$ cat src/pvw_pkg.sv
// Package: shared types and character constants for the printf vararg widener.
`timescale 1ns / 1ps
`default_nettype none
package pvw_pkg;

  // Width of a format character code (narrow byte or wide code point)
  localparam int unsigned CHAR_W  = 21;
  localparam int unsigned INDEX_W = 8;

  // Character codes that steer the parser
  localparam logic [7:0] CH_PERCENT = 8'h25;  // '%'
  localparam logic [7:0] CH_LOW_L   = 8'h6C;  // 'l'
  localparam logic [7:0] CH_LOW_Z   = 8'h7A;  // 'z'
  localparam logic [7:0] CH_UP_L    = 8'h4C;  // 'L'
  localparam logic [7:0] CH_STAR    = 8'h2A;  // '*'
  localparam logic [7:0] CH_LOW_H   = 8'h68;  // 'h'
  localparam logic [7:0] CH_LOW_M   = 8'h6D;  // 'm'
  localparam logic [7:0] CH_DOLLAR  = 8'h24;  // '$'

  // Depth of the command queue between front and back
  localparam int unsigned QUEUE_DEPTH = 4;
  localparam int unsigned QUEUE_PW    = $clog2(QUEUE_DEPTH);

  typedef enum logic [1:0] {
    MK_ZERO_EXT = 2'd0,
    MK_SIGN_EXT = 2'd1,
    MK_PAIR     = 2'd2,
    MK_EXT_PREC = 2'd3
  } move_kind_t;

  typedef enum logic [4:0] {
    PS_IDLE = 5'b00001,
    PS_PCT  = 5'b00010,
    PS_L    = 5'b00100,
    PS_LL   = 5'b01000,
    PS_BIGL = 5'b10000
  } parse_state_t;

  // One command from the classifier to the index engine
  typedef struct packed {
    logic       emit;   // produce a move descriptor
    move_kind_t kind;
    logic       clear;  // clear both counts after this command
  } pvw_cmd_t;

endpackage
`default_nettype wire

$ cat src/pvw_in_if.sv
// Interface: format character channel.
`timescale 1ns / 1ps
`default_nettype none
interface pvw_in_if;
  logic                         valid;
  logic                         ready;
  logic [pvw_pkg::CHAR_W-1:0]   format_char;
  logic                         end_of_format;

  modport source (output valid, format_char, end_of_format, input ready);
  modport sink   (input valid, format_char, end_of_format, output ready);
endinterface
`default_nettype wire

$ cat src/pvw_out_if.sv
// Interface: move descriptor channel.
`timescale 1ns / 1ps
`default_nettype none
interface pvw_out_if;
  logic                          valid;
  logic                          ready;
  logic [1:0]                    move_kind;
  logic [pvw_pkg::INDEX_W-1:0]   source_word_index;
  logic [pvw_pkg::INDEX_W-1:0]   dest_slot_index;
  logic                          index_overflow;

  modport source (output valid, move_kind, source_word_index, dest_slot_index,
                  index_overflow, input ready);
  modport sink   (input valid, move_kind, source_word_index, dest_slot_index,
                  index_overflow, output ready);
endinterface
`default_nettype wire

$ cat src/pvw_front.sv
// Front: accept format characters, track the conversion state, issue commands.
`timescale 1ns / 1ps
`default_nettype none
module pvw_front (
  input  wire logic          clk,
  input  wire logic          rst_n,
  pvw_in_if.sink             in_ch,
  input  wire logic          q_full,
  output logic               q_push,
  output pvw_pkg::pvw_cmd_t  q_cmd
);

  pvw_pkg::parse_state_t state_r, state_nxt;
  pvw_pkg::pvw_cmd_t     cmd;
  logic                  accept;
  logic                  is_ascii;
  logic [7:0]            c8;

  assign in_ch.ready = !q_full;
  assign accept      = in_ch.valid && in_ch.ready;
  assign is_ascii    = (in_ch.format_char[pvw_pkg::CHAR_W-1:7] == '0);
  assign c8          = in_ch.format_char[7:0];

  always_comb begin
    state_nxt  = state_r;
    cmd.emit   = 1'b0;
    cmd.kind   = pvw_pkg::MK_ZERO_EXT;
    cmd.clear  = 1'b0;
    if (in_ch.format_char == '0) begin
      state_nxt = pvw_pkg::PS_IDLE;
      cmd.clear = 1'b1;
    end else if (state_r == pvw_pkg::PS_IDLE) begin
      if (is_ascii && c8 == pvw_pkg::CH_PERCENT) state_nxt = pvw_pkg::PS_PCT;
    end else if (!is_ascii) begin
      // wide code points are plain one-word conversions
      state_nxt = pvw_pkg::PS_IDLE;
      cmd.emit  = 1'b1;
    end else begin
      case (c8)
        pvw_pkg::CH_PERCENT: state_nxt = pvw_pkg::PS_IDLE;
        pvw_pkg::CH_LOW_L: begin
          if (state_r == pvw_pkg::PS_PCT) state_nxt = pvw_pkg::PS_L;
          else                            state_nxt = pvw_pkg::PS_LL;
        end
        pvw_pkg::CH_LOW_Z: state_nxt = pvw_pkg::PS_L;
        pvw_pkg::CH_UP_L:  state_nxt = pvw_pkg::PS_BIGL;
        "a", "A", "e", "E", "f", "F", "g", "G": begin
          state_nxt = pvw_pkg::PS_IDLE;
          cmd.emit  = 1'b1;
          cmd.kind  = (state_r == pvw_pkg::PS_BIGL) ? pvw_pkg::MK_EXT_PREC
                                                    : pvw_pkg::MK_PAIR;
        end
        "d", "i", "o": begin
          state_nxt = pvw_pkg::PS_IDLE;
          cmd.emit  = 1'b1;
          if (state_r == pvw_pkg::PS_L)       cmd.kind = pvw_pkg::MK_SIGN_EXT;
          else if (state_r == pvw_pkg::PS_LL) cmd.kind = pvw_pkg::MK_PAIR;
        end
        "u", "x", "X": begin
          state_nxt = pvw_pkg::PS_IDLE;
          // long double size on an unsigned conversion moves nothing
          cmd.emit  = (state_r != pvw_pkg::PS_BIGL);
          if (state_r == pvw_pkg::PS_LL) cmd.kind = pvw_pkg::MK_PAIR;
        end
        pvw_pkg::CH_LOW_H, pvw_pkg::CH_DOLLAR, "'", ".", "+", "-", "#",
        "0", "1", "2", "3", "4", "5", "6", "7", "8", "9": ;
        pvw_pkg::CH_LOW_M, " ": state_nxt = pvw_pkg::PS_IDLE;
        pvw_pkg::CH_STAR: cmd.emit = 1'b1;
        default: begin
          state_nxt = pvw_pkg::PS_IDLE;
          cmd.emit  = 1'b1;
        end
      endcase
    end
    if (in_ch.end_of_format) begin
      state_nxt = pvw_pkg::PS_IDLE;
      cmd.clear = 1'b1;
    end
  end

  assign q_cmd  = cmd;
  assign q_push = accept && (cmd.emit || cmd.clear);

  always_ff @(posedge clk) begin
    if (!rst_n) begin
      state_r <= pvw_pkg::PS_IDLE;
    end else if (accept) begin
      state_r <= state_nxt;
    end
  end

endmodule
`default_nettype wire

$ cat src/pvw_queue.sv
// Queue: short command FIFO between the front and the back.
`timescale 1ns / 1ps
`default_nettype none
module pvw_queue (
  input  wire logic               clk,
  input  wire logic               rst_n,
  input  wire logic               push,
  input  wire pvw_pkg::pvw_cmd_t  push_cmd,
  output logic                    full,
  input  wire logic               pop,
  output logic                    head_valid,
  output pvw_pkg::pvw_cmd_t       head_cmd
);

  localparam int unsigned CW = $clog2(pvw_pkg::QUEUE_DEPTH + 1);

  pvw_pkg::pvw_cmd_t            slot_r [pvw_pkg::QUEUE_DEPTH];
  logic [pvw_pkg::QUEUE_PW-1:0] wr_ptr_r, rd_ptr_r;
  logic [CW-1:0]                count_r;
  logic                         do_push, do_pop;

  assign full       = (count_r == CW'(pvw_pkg::QUEUE_DEPTH));
  assign head_valid = (count_r != '0);
  assign head_cmd   = slot_r[rd_ptr_r];
  assign do_push    = push && !full;
  assign do_pop     = pop && head_valid;

  always_ff @(posedge clk) begin
    if (do_push) slot_r[wr_ptr_r] <= push_cmd;
  end

  always_ff @(posedge clk) begin
    if (!rst_n) begin
      wr_ptr_r <= '0;
      rd_ptr_r <= '0;
      count_r  <= '0;
    end else begin
      if (do_push) wr_ptr_r <= wr_ptr_r + 1'b1;
      if (do_pop)  rd_ptr_r <= rd_ptr_r + 1'b1;
      if (do_push && !do_pop)      count_r <= count_r + 1'b1;
      else if (do_pop && !do_push) count_r <= count_r - 1'b1;
    end
  end

endmodule
`default_nettype wire

$ cat src/pvw_back.sv
// Back: run the word and slot counters and register move descriptors.
`timescale 1ns / 1ps
`default_nettype none
module pvw_back #(
  parameter int unsigned MAX_WORDS = 256
) (
  input  wire logic               clk,
  input  wire logic               rst_n,
  input  wire logic               head_valid,
  input  wire pvw_pkg::pvw_cmd_t  head_cmd,
  output logic                    pop,
  pvw_out_if.source               out_ch
);

  localparam int unsigned CW = $clog2(MAX_WORDS + 1);
  localparam int unsigned XW = (CW + 1 > pvw_pkg::INDEX_W + 1) ? CW + 1
                                                              : pvw_pkg::INDEX_W + 1;
  localparam logic [XW-1:0] MAX_X = XW'(MAX_WORDS);
  localparam logic [XW-1:0] IDX_MAX_X = XW'((1 << pvw_pkg::INDEX_W) - 1);

  logic [CW-1:0] src_cnt_r, dst_cnt_r;
  logic [CW-1:0] src_cnt_nxt, dst_cnt_nxt;
  logic [XW-1:0] s_x, d_x, s_sum, d_sum, n_src, n_dst;
  logic          ovf;
  logic          o_valid_r;
  logic [1:0]    o_kind_r;
  logic [pvw_pkg::INDEX_W-1:0] o_src_r, o_dst_r;
  logic          o_ovf_r;

  assign pop = head_valid && (!head_cmd.emit || !o_valid_r || out_ch.ready);

  always_comb begin
    case (head_cmd.kind)
      pvw_pkg::MK_EXT_PREC: begin n_src = XW'(3); n_dst = XW'(2); end
      pvw_pkg::MK_PAIR:     begin n_src = XW'(2); n_dst = XW'(1); end
      default:              begin n_src = XW'(1); n_dst = XW'(1); end
    endcase
    s_x   = XW'(src_cnt_r);
    d_x   = XW'(dst_cnt_r);
    s_sum = s_x + n_src;
    d_sum = d_x + n_dst;
    ovf   = (s_sum > MAX_X) || (d_sum > MAX_X) || (s_x > IDX_MAX_X) || (d_x > IDX_MAX_X);
    src_cnt_nxt = src_cnt_r;
    dst_cnt_nxt = dst_cnt_r;
    if (head_cmd.emit) begin
      src_cnt_nxt = (s_sum > MAX_X) ? CW'(MAX_WORDS) : s_sum[CW-1:0];
      dst_cnt_nxt = (d_sum > MAX_X) ? CW'(MAX_WORDS) : d_sum[CW-1:0];
    end
    if (head_cmd.clear) begin
      src_cnt_nxt = '0;
      dst_cnt_nxt = '0;
    end
  end

  always_ff @(posedge clk) begin
    if (!rst_n) begin
      src_cnt_r <= '0;
      dst_cnt_r <= '0;
      o_valid_r <= 1'b0;
    end else begin
      if (pop) begin
        src_cnt_r <= src_cnt_nxt;
        dst_cnt_r <= dst_cnt_nxt;
      end
      if (pop && head_cmd.emit) o_valid_r <= 1'b1;
      else if (out_ch.ready)    o_valid_r <= 1'b0;
    end
  end

  always_ff @(posedge clk) begin
    if (pop && head_cmd.emit) begin
      o_kind_r <= head_cmd.kind;
      o_src_r  <= (s_x > IDX_MAX_X) ? IDX_MAX_X[pvw_pkg::INDEX_W-1:0]
                                    : s_x[pvw_pkg::INDEX_W-1:0];
      o_dst_r  <= (d_x > IDX_MAX_X) ? IDX_MAX_X[pvw_pkg::INDEX_W-1:0]
                                    : d_x[pvw_pkg::INDEX_W-1:0];
      o_ovf_r  <= ovf;
    end
  end

  assign out_ch.valid             = o_valid_r;
  assign out_ch.move_kind         = o_kind_r;
  assign out_ch.source_word_index = o_src_r;
  assign out_ch.dest_slot_index   = o_dst_r;
  assign out_ch.index_overflow    = o_ovf_r;

endmodule
`default_nettype wire

$ cat src/printf_vararg_widener.sv
// Top level: printf format parser that emits argument widening descriptors.
//
//   channel  dir  handshake            payload
//   in_ch    in   valid/ready          format_char[20:0], end_of_format
//   out_ch   out  valid/ready          move_kind[1:0], source_word_index[7:0],
//                                      dest_slot_index[7:0], index_overflow
//
// One character is accepted every cycle while the command queue has room.
// A descriptor passes from its character through the command queue, then
// the back's output register; counters update once per popped command.
// Synchronous active-low reset returns the parser to idle, empties the queue
// and clears both counts. Output stalls back up into the four-entry queue and
// then drop in_ch.ready; characters that neither move an argument nor clear
// the counts skip the queue.
`timescale 1ns / 1ps
`default_nettype none
module printf_vararg_widener #(
  parameter int unsigned MAX_WORDS = 256
) (
  input  wire logic clk,
  input  wire logic rst_n,
  pvw_in_if.sink    in_ch,
  pvw_out_if.source out_ch
);

  pvw_pkg::pvw_cmd_t push_cmd, head_cmd;
  logic              push, q_full, pop, head_valid;

  // Classify characters and track the conversion size modifier
  pvw_front u_front (
    .clk    (clk),
    .rst_n  (rst_n),
    .in_ch  (in_ch),
    .q_full (q_full),
    .q_push (push),
    .q_cmd  (push_cmd)
  );

  // Decouple the classifier from the descriptor output
  pvw_queue u_queue (
    .clk        (clk),
    .rst_n      (rst_n),
    .push       (push),
    .push_cmd   (push_cmd),
    .full       (q_full),
    .pop        (pop),
    .head_valid (head_valid),
    .head_cmd   (head_cmd)
  );

  // Advance word and slot counts, present each transaction
  pvw_back #(
    .MAX_WORDS (MAX_WORDS)
  ) u_back (
    .clk        (clk),
    .rst_n      (rst_n),
    .head_valid (head_valid),
    .head_cmd   (head_cmd),
    .pop        (pop),
    .out_ch     (out_ch)
  );

endmodule
`default_nettype wire
$ cat src/flat_wrapper.sv
// flat-port wrapper written by rule: the top's interface ports become plain ports
module printf_vararg_widener_flat 
#(
  parameter int unsigned MAX_WORDS = 256
)
  (clk, rst_n, in_ch_valid, in_ch_format_char, in_ch_end_of_format, in_ch_ready, out_ch_valid, out_ch_move_kind, out_ch_source_word_index, out_ch_dest_slot_index, out_ch_index_overflow, out_ch_ready);
  pvw_in_if in_ch_i ();
  pvw_out_if out_ch_i ();
  input  wire logic clk;
  input  wire logic rst_n;
  input wire logic [$bits(in_ch_i.valid)-1:0] in_ch_valid;
  input wire logic [$bits(in_ch_i.format_char)-1:0] in_ch_format_char;
  input wire logic [$bits(in_ch_i.end_of_format)-1:0] in_ch_end_of_format;
  output wire logic [$bits(in_ch_i.ready)-1:0] in_ch_ready;
  output wire logic [$bits(out_ch_i.valid)-1:0] out_ch_valid;
  output wire logic [$bits(out_ch_i.move_kind)-1:0] out_ch_move_kind;
  output wire logic [$bits(out_ch_i.source_word_index)-1:0] out_ch_source_word_index;
  output wire logic [$bits(out_ch_i.dest_slot_index)-1:0] out_ch_dest_slot_index;
  output wire logic [$bits(out_ch_i.index_overflow)-1:0] out_ch_index_overflow;
  input wire logic [$bits(out_ch_i.ready)-1:0] out_ch_ready;
  assign in_ch_i.valid = in_ch_valid;
  assign in_ch_i.format_char = in_ch_format_char;
  assign in_ch_i.end_of_format = in_ch_end_of_format;
  assign in_ch_ready = in_ch_i.ready;
  assign out_ch_valid = out_ch_i.valid;
  assign out_ch_move_kind = out_ch_i.move_kind;
  assign out_ch_source_word_index = out_ch_i.source_word_index;
  assign out_ch_dest_slot_index = out_ch_i.dest_slot_index;
  assign out_ch_index_overflow = out_ch_i.index_overflow;
  assign out_ch_i.ready = out_ch_ready;
  printf_vararg_widener #(.MAX_WORDS(MAX_WORDS)) u_core (.clk(clk), .rst_n(rst_n), .in_ch(in_ch_i), .out_ch(out_ch_i));
endmodule
$ cat config.mk
export PLATFORM = sky130hd
export DESIGN_NAME = printf_vararg_widener_flat
export DESIGN_NICKNAME = d
export VERILOG_FILES = /design/src/pvw_pkg.sv /design/src/pvw_in_if.sv /design/src/pvw_out_if.sv /design/src/pvw_front.sv /design/src/pvw_queue.sv /design/src/pvw_back.sv /design/src/printf_vararg_widener.sv /design/src/flat_wrapper.sv
export SDC_FILE = /design/constraint.sdc
export NUM_CORES = 1
export LEC_CHECK = 0
export BUFFER_PORTS_ARGS = -buffer_cell sky130_fd_sc_hd__buf_2
export CORE_ASPECT_RATIO = 1.5
export CORE_MARGIN = 4
export CORE_UTILIZATION = 45
export CTS_CLUSTER_DIAMETER = 150
export DETAILED_ROUTE_END_ITERATION = 7
export REMOVE_ABC_BUFFERS = 1
export SKIP_CTS_REPAIR_TIMING = 1
export SYNTH_ARGS = -nofsm -noshare
export SYNTH_HDL_FRONTEND = slang
export SYNTH_SLANG_ARGS = --single-unit
export TNS_END_PERCENT = 30
$ cat constraint.sdc
create_clock -name clk -period 7.2 [get_ports clk]
set_input_delay 2.16 -clock clk [delete_from_list [all_inputs] [get_ports clk]]
set_output_delay 2.16 -clock clk [all_outputs]
set_load 0.05 [all_outputs]
* After elaboration in Yosys (flattened, before gate mapping) *
Memory sizes are Yosys's and may differ from the RTL's. A register that Yosys moved wholly into a read port is not among the register bits.
Index checks and enable logic that the tools add are counted.

word-level totals
  RAM bits = 16
  word-level logic and storage cells = 138
  output and inout bits = 21
  input bits = 26
  memories kept = 1
  register bits = 50

memories
  name                   words  bits a word  read ports  clocked after memory_dff  write ports  line             RTL
  u_core.u_queue.slot_r  4      4            1           1                         1            pvw_queue.sv:17  pvw_pkg::pvw_cmd_t slot_r [pvw_pkg::QUEUE_DEPTH];

operators by class
  equal/unequal tests = 49
  multiplexer cells = 34
  add/subtract/negate cells = 6
  reduce and logical (&&, ||, !) cells = 33
  order comparisons = 4

operators with widths
  cell                 number
  $eq 8x6->1 const B   19
  $eq 8x7->1 const B   19
  $mux 9               6
  $mux 5               5
  $reduce_or 23->1     1
  $logic_not 21->1     1
  $add 9x10->10        2
  $gt 10x9->1 const B  2
  $pmux 5 s4           1
  $gt 9x8->1 const B   2
  $reduce_or 18->1     1
  $logic_not 14->1     1
  $mux 2               6
  $mux 3               4
  $logic_and 1x1->1    9
  $mux 1               8
  $reduce_or 8->1      1
  $logic_or 1x1->1     6
  $pmux 2 s3           1
  $reduce_bool 2->1    3
  $reduce_or 3->1      2
  $eq 5x1->1 const B   1
  $eq 5x2->1 const B   1
  $eq 5x3->1 const B   1
  other kinds (17)     23

* Logic depth before layout (Yosys ltp) *
  word-level depth = 14
  mapped depth = 13
  mapped depth without buffers = 11

* Modules after synthesis *
From an unflattened synthesis, not the netlist that was laid out.

unflattened totals
  cell total of the unflattened synthesis = 402
  area total of the unflattened synthesis = 3986.3 um^2

by module, submodules not included
  module     cells an instance  times used  sequential area each (um^2)  area each (um^2)
  pvw_back   220                1           950.9                        2100.8
  pvw_queue  68                 1           660.6                        1061.0
  pvw_front  114                1           100.1                        824.5

* Least setup slack after synthesis *
No wires, ideal clock.

  path type = input port to flip-flop
  start point = input port in_ch_format_char[3]
  end point = register u_core.u_queue.count_r[2]
  library setup time = 0.072 ns
  slack = 2.555 ns
  arrival = 4.574 ns
  cell stages on the path = 13
  cell sequence = buf_2 > o21ai_0 > and2_1 > a2111oi_0 > o2111a_1 > o31a_1 > buf_2 > ha_1 > inv_1 > fa_1 > xor2_1 > or3_1 > a21oi_1

between the ends
  word-level cells in the longest chain between the ends = 12

ends and longest elaborated chain
  what                                                                  line                RTL
  start: declaration                                                    flat_wrapper.sv:12  input wire logic [$bits(in_ch_i.format_char)-1:0] in_ch_format_char;
  $eq 8x6->1 / $eq 8x7->1 (equally long branches)                       pvw_front.sv:39     case (c8)
  $reduce_or 23->1 (no line) / $reduce_or 3->1 (equally long branches)  n/a
  $pmux 1 s2                                                            pvw_front.sv:39
  $mux 1                                                                pvw_front.sv:34     end else if (!is_ascii) begin
  $mux 3                                                                pvw_front.sv:32     end else if (state_r == pvw_pkg::PS_IDLE) begin
  $mux 3                                                                pvw_front.sv:29     if (in_ch.format_char == '0) begin
  $logic_or 1x1->1 (*)                                                  pvw_front.sv:82     assign q_push = accept && (cmd.emit || cmd.clear);
  $logic_and 1x1->1 (*)                                                 pvw_front.sv:82
  $logic_and 1x1->1 (*)                                                 pvw_queue.sv:25     assign do_push = push && !full;
  net u_core.u_queue.do_push                                            pvw_queue.sv:20     logic do_push, do_pop;
  $logic_not 1->1                                                       pvw_queue.sv:41     else if (do_pop && !do_push) count_r <= count_r - 1'b1;
  $logic_and 1x1->1                                                     pvw_queue.sv:41
  $reduce_bool 2->1 (no line)                                           n/a
  end signal: assignment                                                pvw_queue.sv:40     if (do_push && !do_pop) count_r <= count_r + 1'b1;
  end signal: assignment                                                pvw_queue.sv:41
  end: declaration                                                      pvw_queue.sv:19     logic [CW-1:0] count_r;

The timed path passes the listed nets; every way through them passes the cells marked *.
A chain may end at the register's enable or synchronous reset.

* Final worst setup path *
  start point = input port in_ch_format_char[3]
  end point = register u_core.u_queue.count_r[2]

between the ends
  word-level cells in the longest chain between the ends = 12

ends and longest elaborated chain
  what                                                                  line
  $eq 8x6->1 / $eq 8x7->1 (equally long branches)                       pvw_front.sv:39
  $reduce_or 23->1 (no line) / $reduce_or 3->1 (equally long branches)  n/a
  $pmux 1 s2                                                            pvw_front.sv:39
  $mux 1                                                                pvw_front.sv:34
  $mux 3                                                                pvw_front.sv:32
  $mux 3                                                                pvw_front.sv:29
  $logic_or 1x1->1 (*)                                                  pvw_front.sv:82
  $logic_and 1x1->1 (*)                                                 pvw_front.sv:82
  $logic_and 1x1->1 (*)                                                 pvw_queue.sv:25
  $logic_not 1->1                                                       pvw_queue.sv:41
  $logic_and 1x1->1                                                     pvw_queue.sv:41
  $reduce_bool 2->1 (no line)                                           n/a

Every way passes the cells marked *; elsewhere a longest branch is shown, timed or not.

==> impl_metrics.json <==
{
  "wl_per_cell_microns": 15.3,
  "start_util_pct": 46.3,
  "synthDistinctLibCells": 64,
  "async_flop_share_pct": 0,
  "layout_common_cells": "46 x buf_2, 37 x nand2_1, 35 x edfxtp_1",
  "grt_util_met1_pct": 18.8,
  "slew_headroom_pct": 38.3,
  "dieArea_sq_mm": 0.0103,
  "grt.overflow.total": 0,
  "grt_pass1_wl_mm": 14.0,
  "fin_area_sq_mm": 0.00454,
  "min_period_ps": 4980,
  "die_h_microns": 122,
  "synth_ff_type": "edfxtp_1",
  "first_pass_iters": 4,
  "ioPinCount": 47,
  "ir_drop_mv": 0.191,
  "place.port_buffers": 46,
  "ys_ff_latch": 68,
  "antenna_found_initial": 0,
  "seqPwrFrac_pct": 34.3,
  "cts.sinks": 68,
  "required_ps": 7440,
  "antenna_left": 0,
  "cts_tree": "done",
  "synth_cells": 397,
  "powerDensity_mw_per_mm2": 341,
  "place_hpwl_mm": 6.27,
  "cts_buffer_depth": 2,
  "grt.total_usage_pct": 17.1,
  "synth_fa_ha_area_share_pct": 4.40,
  "switching_share_pct": 35.8,
  "setup_viol": 0,
  "arrival_ps": 5230,
  "cts-root-buf": "clkbuf_16",
  "nFillCells": 790,
  "synth-xor-area-share_pct": 2.68,
  "n_antenna_cell": 0,
  "use_met2_pct": 31.3,
  "synthToLayoutAreaGrowth_pct": 15.7,
  "postSynthAreaPerCell_sq_um": 9.88,
  "die_width_microns": 84.2,
  "synth_edf_count": 35,
  "drcViolationCount": 0,
  "finClkSkew_ps": 6.58,
  "use_met3_pct": 3.76,
  "hold_class": "flip-flop to flip-flop",
  "gp_congestion": 0.856,
  "synth_compound_gate_area_share_pct": 13.4,
  "grt_pass1_vias": 2958,
  "utilization_pct": 53.6,
  "clk_pin_slew_ps": 50,
  "dpl_cell_area_sq_mm": 0.00420,
  "via_count": 3057,
  "clkPwrFrac_pct": 32.0,
  "crit_fanout": 17,
  "top_usage_layer": "met2",
  "p_comb_share_pct": 33.7,
  "synthMuxAreaShare_pct": 6.99,
  "core_region_area_sq_mm": 0.00846,
  "syn_area_sq_mm": 0.00392,
  "routed_wl_mm": 8.38,
  "ctsHtreeMaxLevel": 3,
  "yosys_warnings": 0,
  "finalMaxSlewViolations": 0,
  "hold_viol_final": 0,
  "synth-simple-area-share_pct": 24.7,
  "fmax_mhz": 201,
  "p_int_w": 0.000994,
  "critPathLaunchType": "primary input",
  "fin_nets": 475,
  "grt_max_degree": 23,
  "rsz0062_at_grt": "no",
  "synth.yosys.seq_area_share_pct": 43.7,
  "rows": 41,
  "switchingPower_w": 0.000553,
  "drive_gt1_share_pct": 19.7,
  "cts_buffers": 9,
  "tightest_slew_ps": 926,
  "power_leakage_nw": 1.79,
  "drt_iter0_markers": 133,
  "vias_per_cell": 5.57,
  "tns_ps": 0,
  "crit_type": "primary input to flip-flop",
  "clock_latency_ps": 330,
  "crit_path_end_kind": "flip-flop",
  "max_cap_violations": 0,
  "status": "finished clean",
  "final.period_utilization_pct": 69.2,
  "synth_top_family_by_area": "simple AND/OR/NAND/NOR gates",
  "layout_commonest_cell": "buf_2"
}
worst max-delay path, cell delays in order:
cell       delay, ps
buf_2            250
o21ai_0          160
and2_1           170
a2111oi_0        610
o2111a_1         290
o31a_1           310
ha_1             230
inv_1             60
fa_1             370
xor2_1           160
or3_1            310
a21oi_1          140
per-layer routing:
layer | vias to the layer above | share of wire [%]
met5 | - | 0
met4 | 0 | 2.6
met3 | 11 | 4.5
met2 | 72 | 53
met1 | 1428 | 40
li1 | 1546 | -
power groups by stage:
stage,Clock [W],Combinational [W],Sequential (W)
2_1_floorplan,0,0.000267,0.000671
3_3_place_gp,0,0.000521,0.000537
3_5_place_dp,0,0.000527,0.000540
4_1_cts,0.000502,0.000529,0.000533
5_1_grt,0.000522,0.000570,0.000543
6_report,0.000495,0.000521,0.000531
path summary, 6_finish.rpt:
path | to | slack [ps] | startpoint | cells past startpoint
worst max-delay path | u_core.u_queue.count_r[2]$_SDFFE_PN0P_ | 2220 | in_ch_format_char[3] | 12
worst min-delay path | u_core.u_back.dst_cnt_r[1]$_SDFFE_PN0P_ | 490 | u_core.u_back.dst_cnt_r[1]$_SDFFE_PN0P_ | 2
worst max register to register | u_core.u_back.dst_cnt_r[7]$_SDFFE_PN0P_ | 3330 | flip-flop | 11
worst min register to register | u_core.u_back.dst_cnt_r[1]$_SDFFE_PN0P_ | 490 | u_core.u_back.dst_cnt_r[1]$_SDFFE_PN0P_ | 2
Yosys cell counts (4+ instances only):
cell / instances / area [sq um]
inv_1: 18 / 67.6
o31ai_1: 4 / 30.0
clkbuf_1: 8 / 30.0
xor2_1: 7 / 61.3
nor3_1: 13 / 65.1
nand2_1: 37 / 139
nor4_1: 7 / 43.8
a21oi_1: 16 / 80.1
dfxtp_1: 33 / 661
mux2i_1: 9 / 90.1
ha_1: 9 / 113
o21a_1: 5 / 37.5
edfxtp_1: 35 / 1050
and2_1: 9 / 56.3
or3_1: 4 / 25.0
xnor2_1: 5 / 43.8
nand2b_1: 8 / 50.1
nand3b_1: 14 / 105
mux4_1: 4 / 105
and3_1: 4 / 25.0
buf_2: 6 / 30.0
nand4_1: 7 / 43.8
o21ai_0: 13 / 65.1
nand3_1: 10 / 50.1
or2_2: 15 / 93.8
a2111oi_0: 4 / 35.0
nor2_1: 28 / 105
a31oi_1: 6 / 37.5
nor2b_1: 6 / 37.5
final cells by class:
cell class	instances	area [sq um]	area share, %
sequential	68	1710	37.7
multi-input combinational	293	2050	45.2
inverter	19	71.3	1.57
clock inverter	7	115	2.54
timing repair buffer	46	230	5.08
tap	107	134	2.95
clock buffer	9	225	4.97
flip-flops by register name, summed over array words and instances (netlist names), 3 cells and up, named ones only:
signal	cells
u_core.u_back.out_ch.dest_slot_index	8
u_core.u_queue.slot_r	16
u_core.u_back.dst_cnt_r	9
u_core.u_back.out_ch.source_word_index	8
u_core.u_queue.count_r	3
u_core.u_front.state_r	5
u_core.u_back.src_cnt_r	9
stage by stage:
stage / hold WS (ps) / worst slack, ps / total power (W) / instances
finish: 490 / 2220 / 0.00155 / 549
global route: 524 / 1950 / 0.00164 / 549
CTS: 489 / 2280 / 0.00156 / 549
detailed placement: 479 / 1960 / 0.00107 / 533
global placement: 469 / 2050 / 0.00106 / 533
floorplan: 449 / 2690 / 0.000939 / 380
cell families after synthesis:
logic type,Yosys count
buf+inv,36
fa+ha+maj,12
flops,68
mux,18
simple gates,175
compound gates,76
xor+xnor,12
No activity file was read; power rests on OpenSTA's default activity.
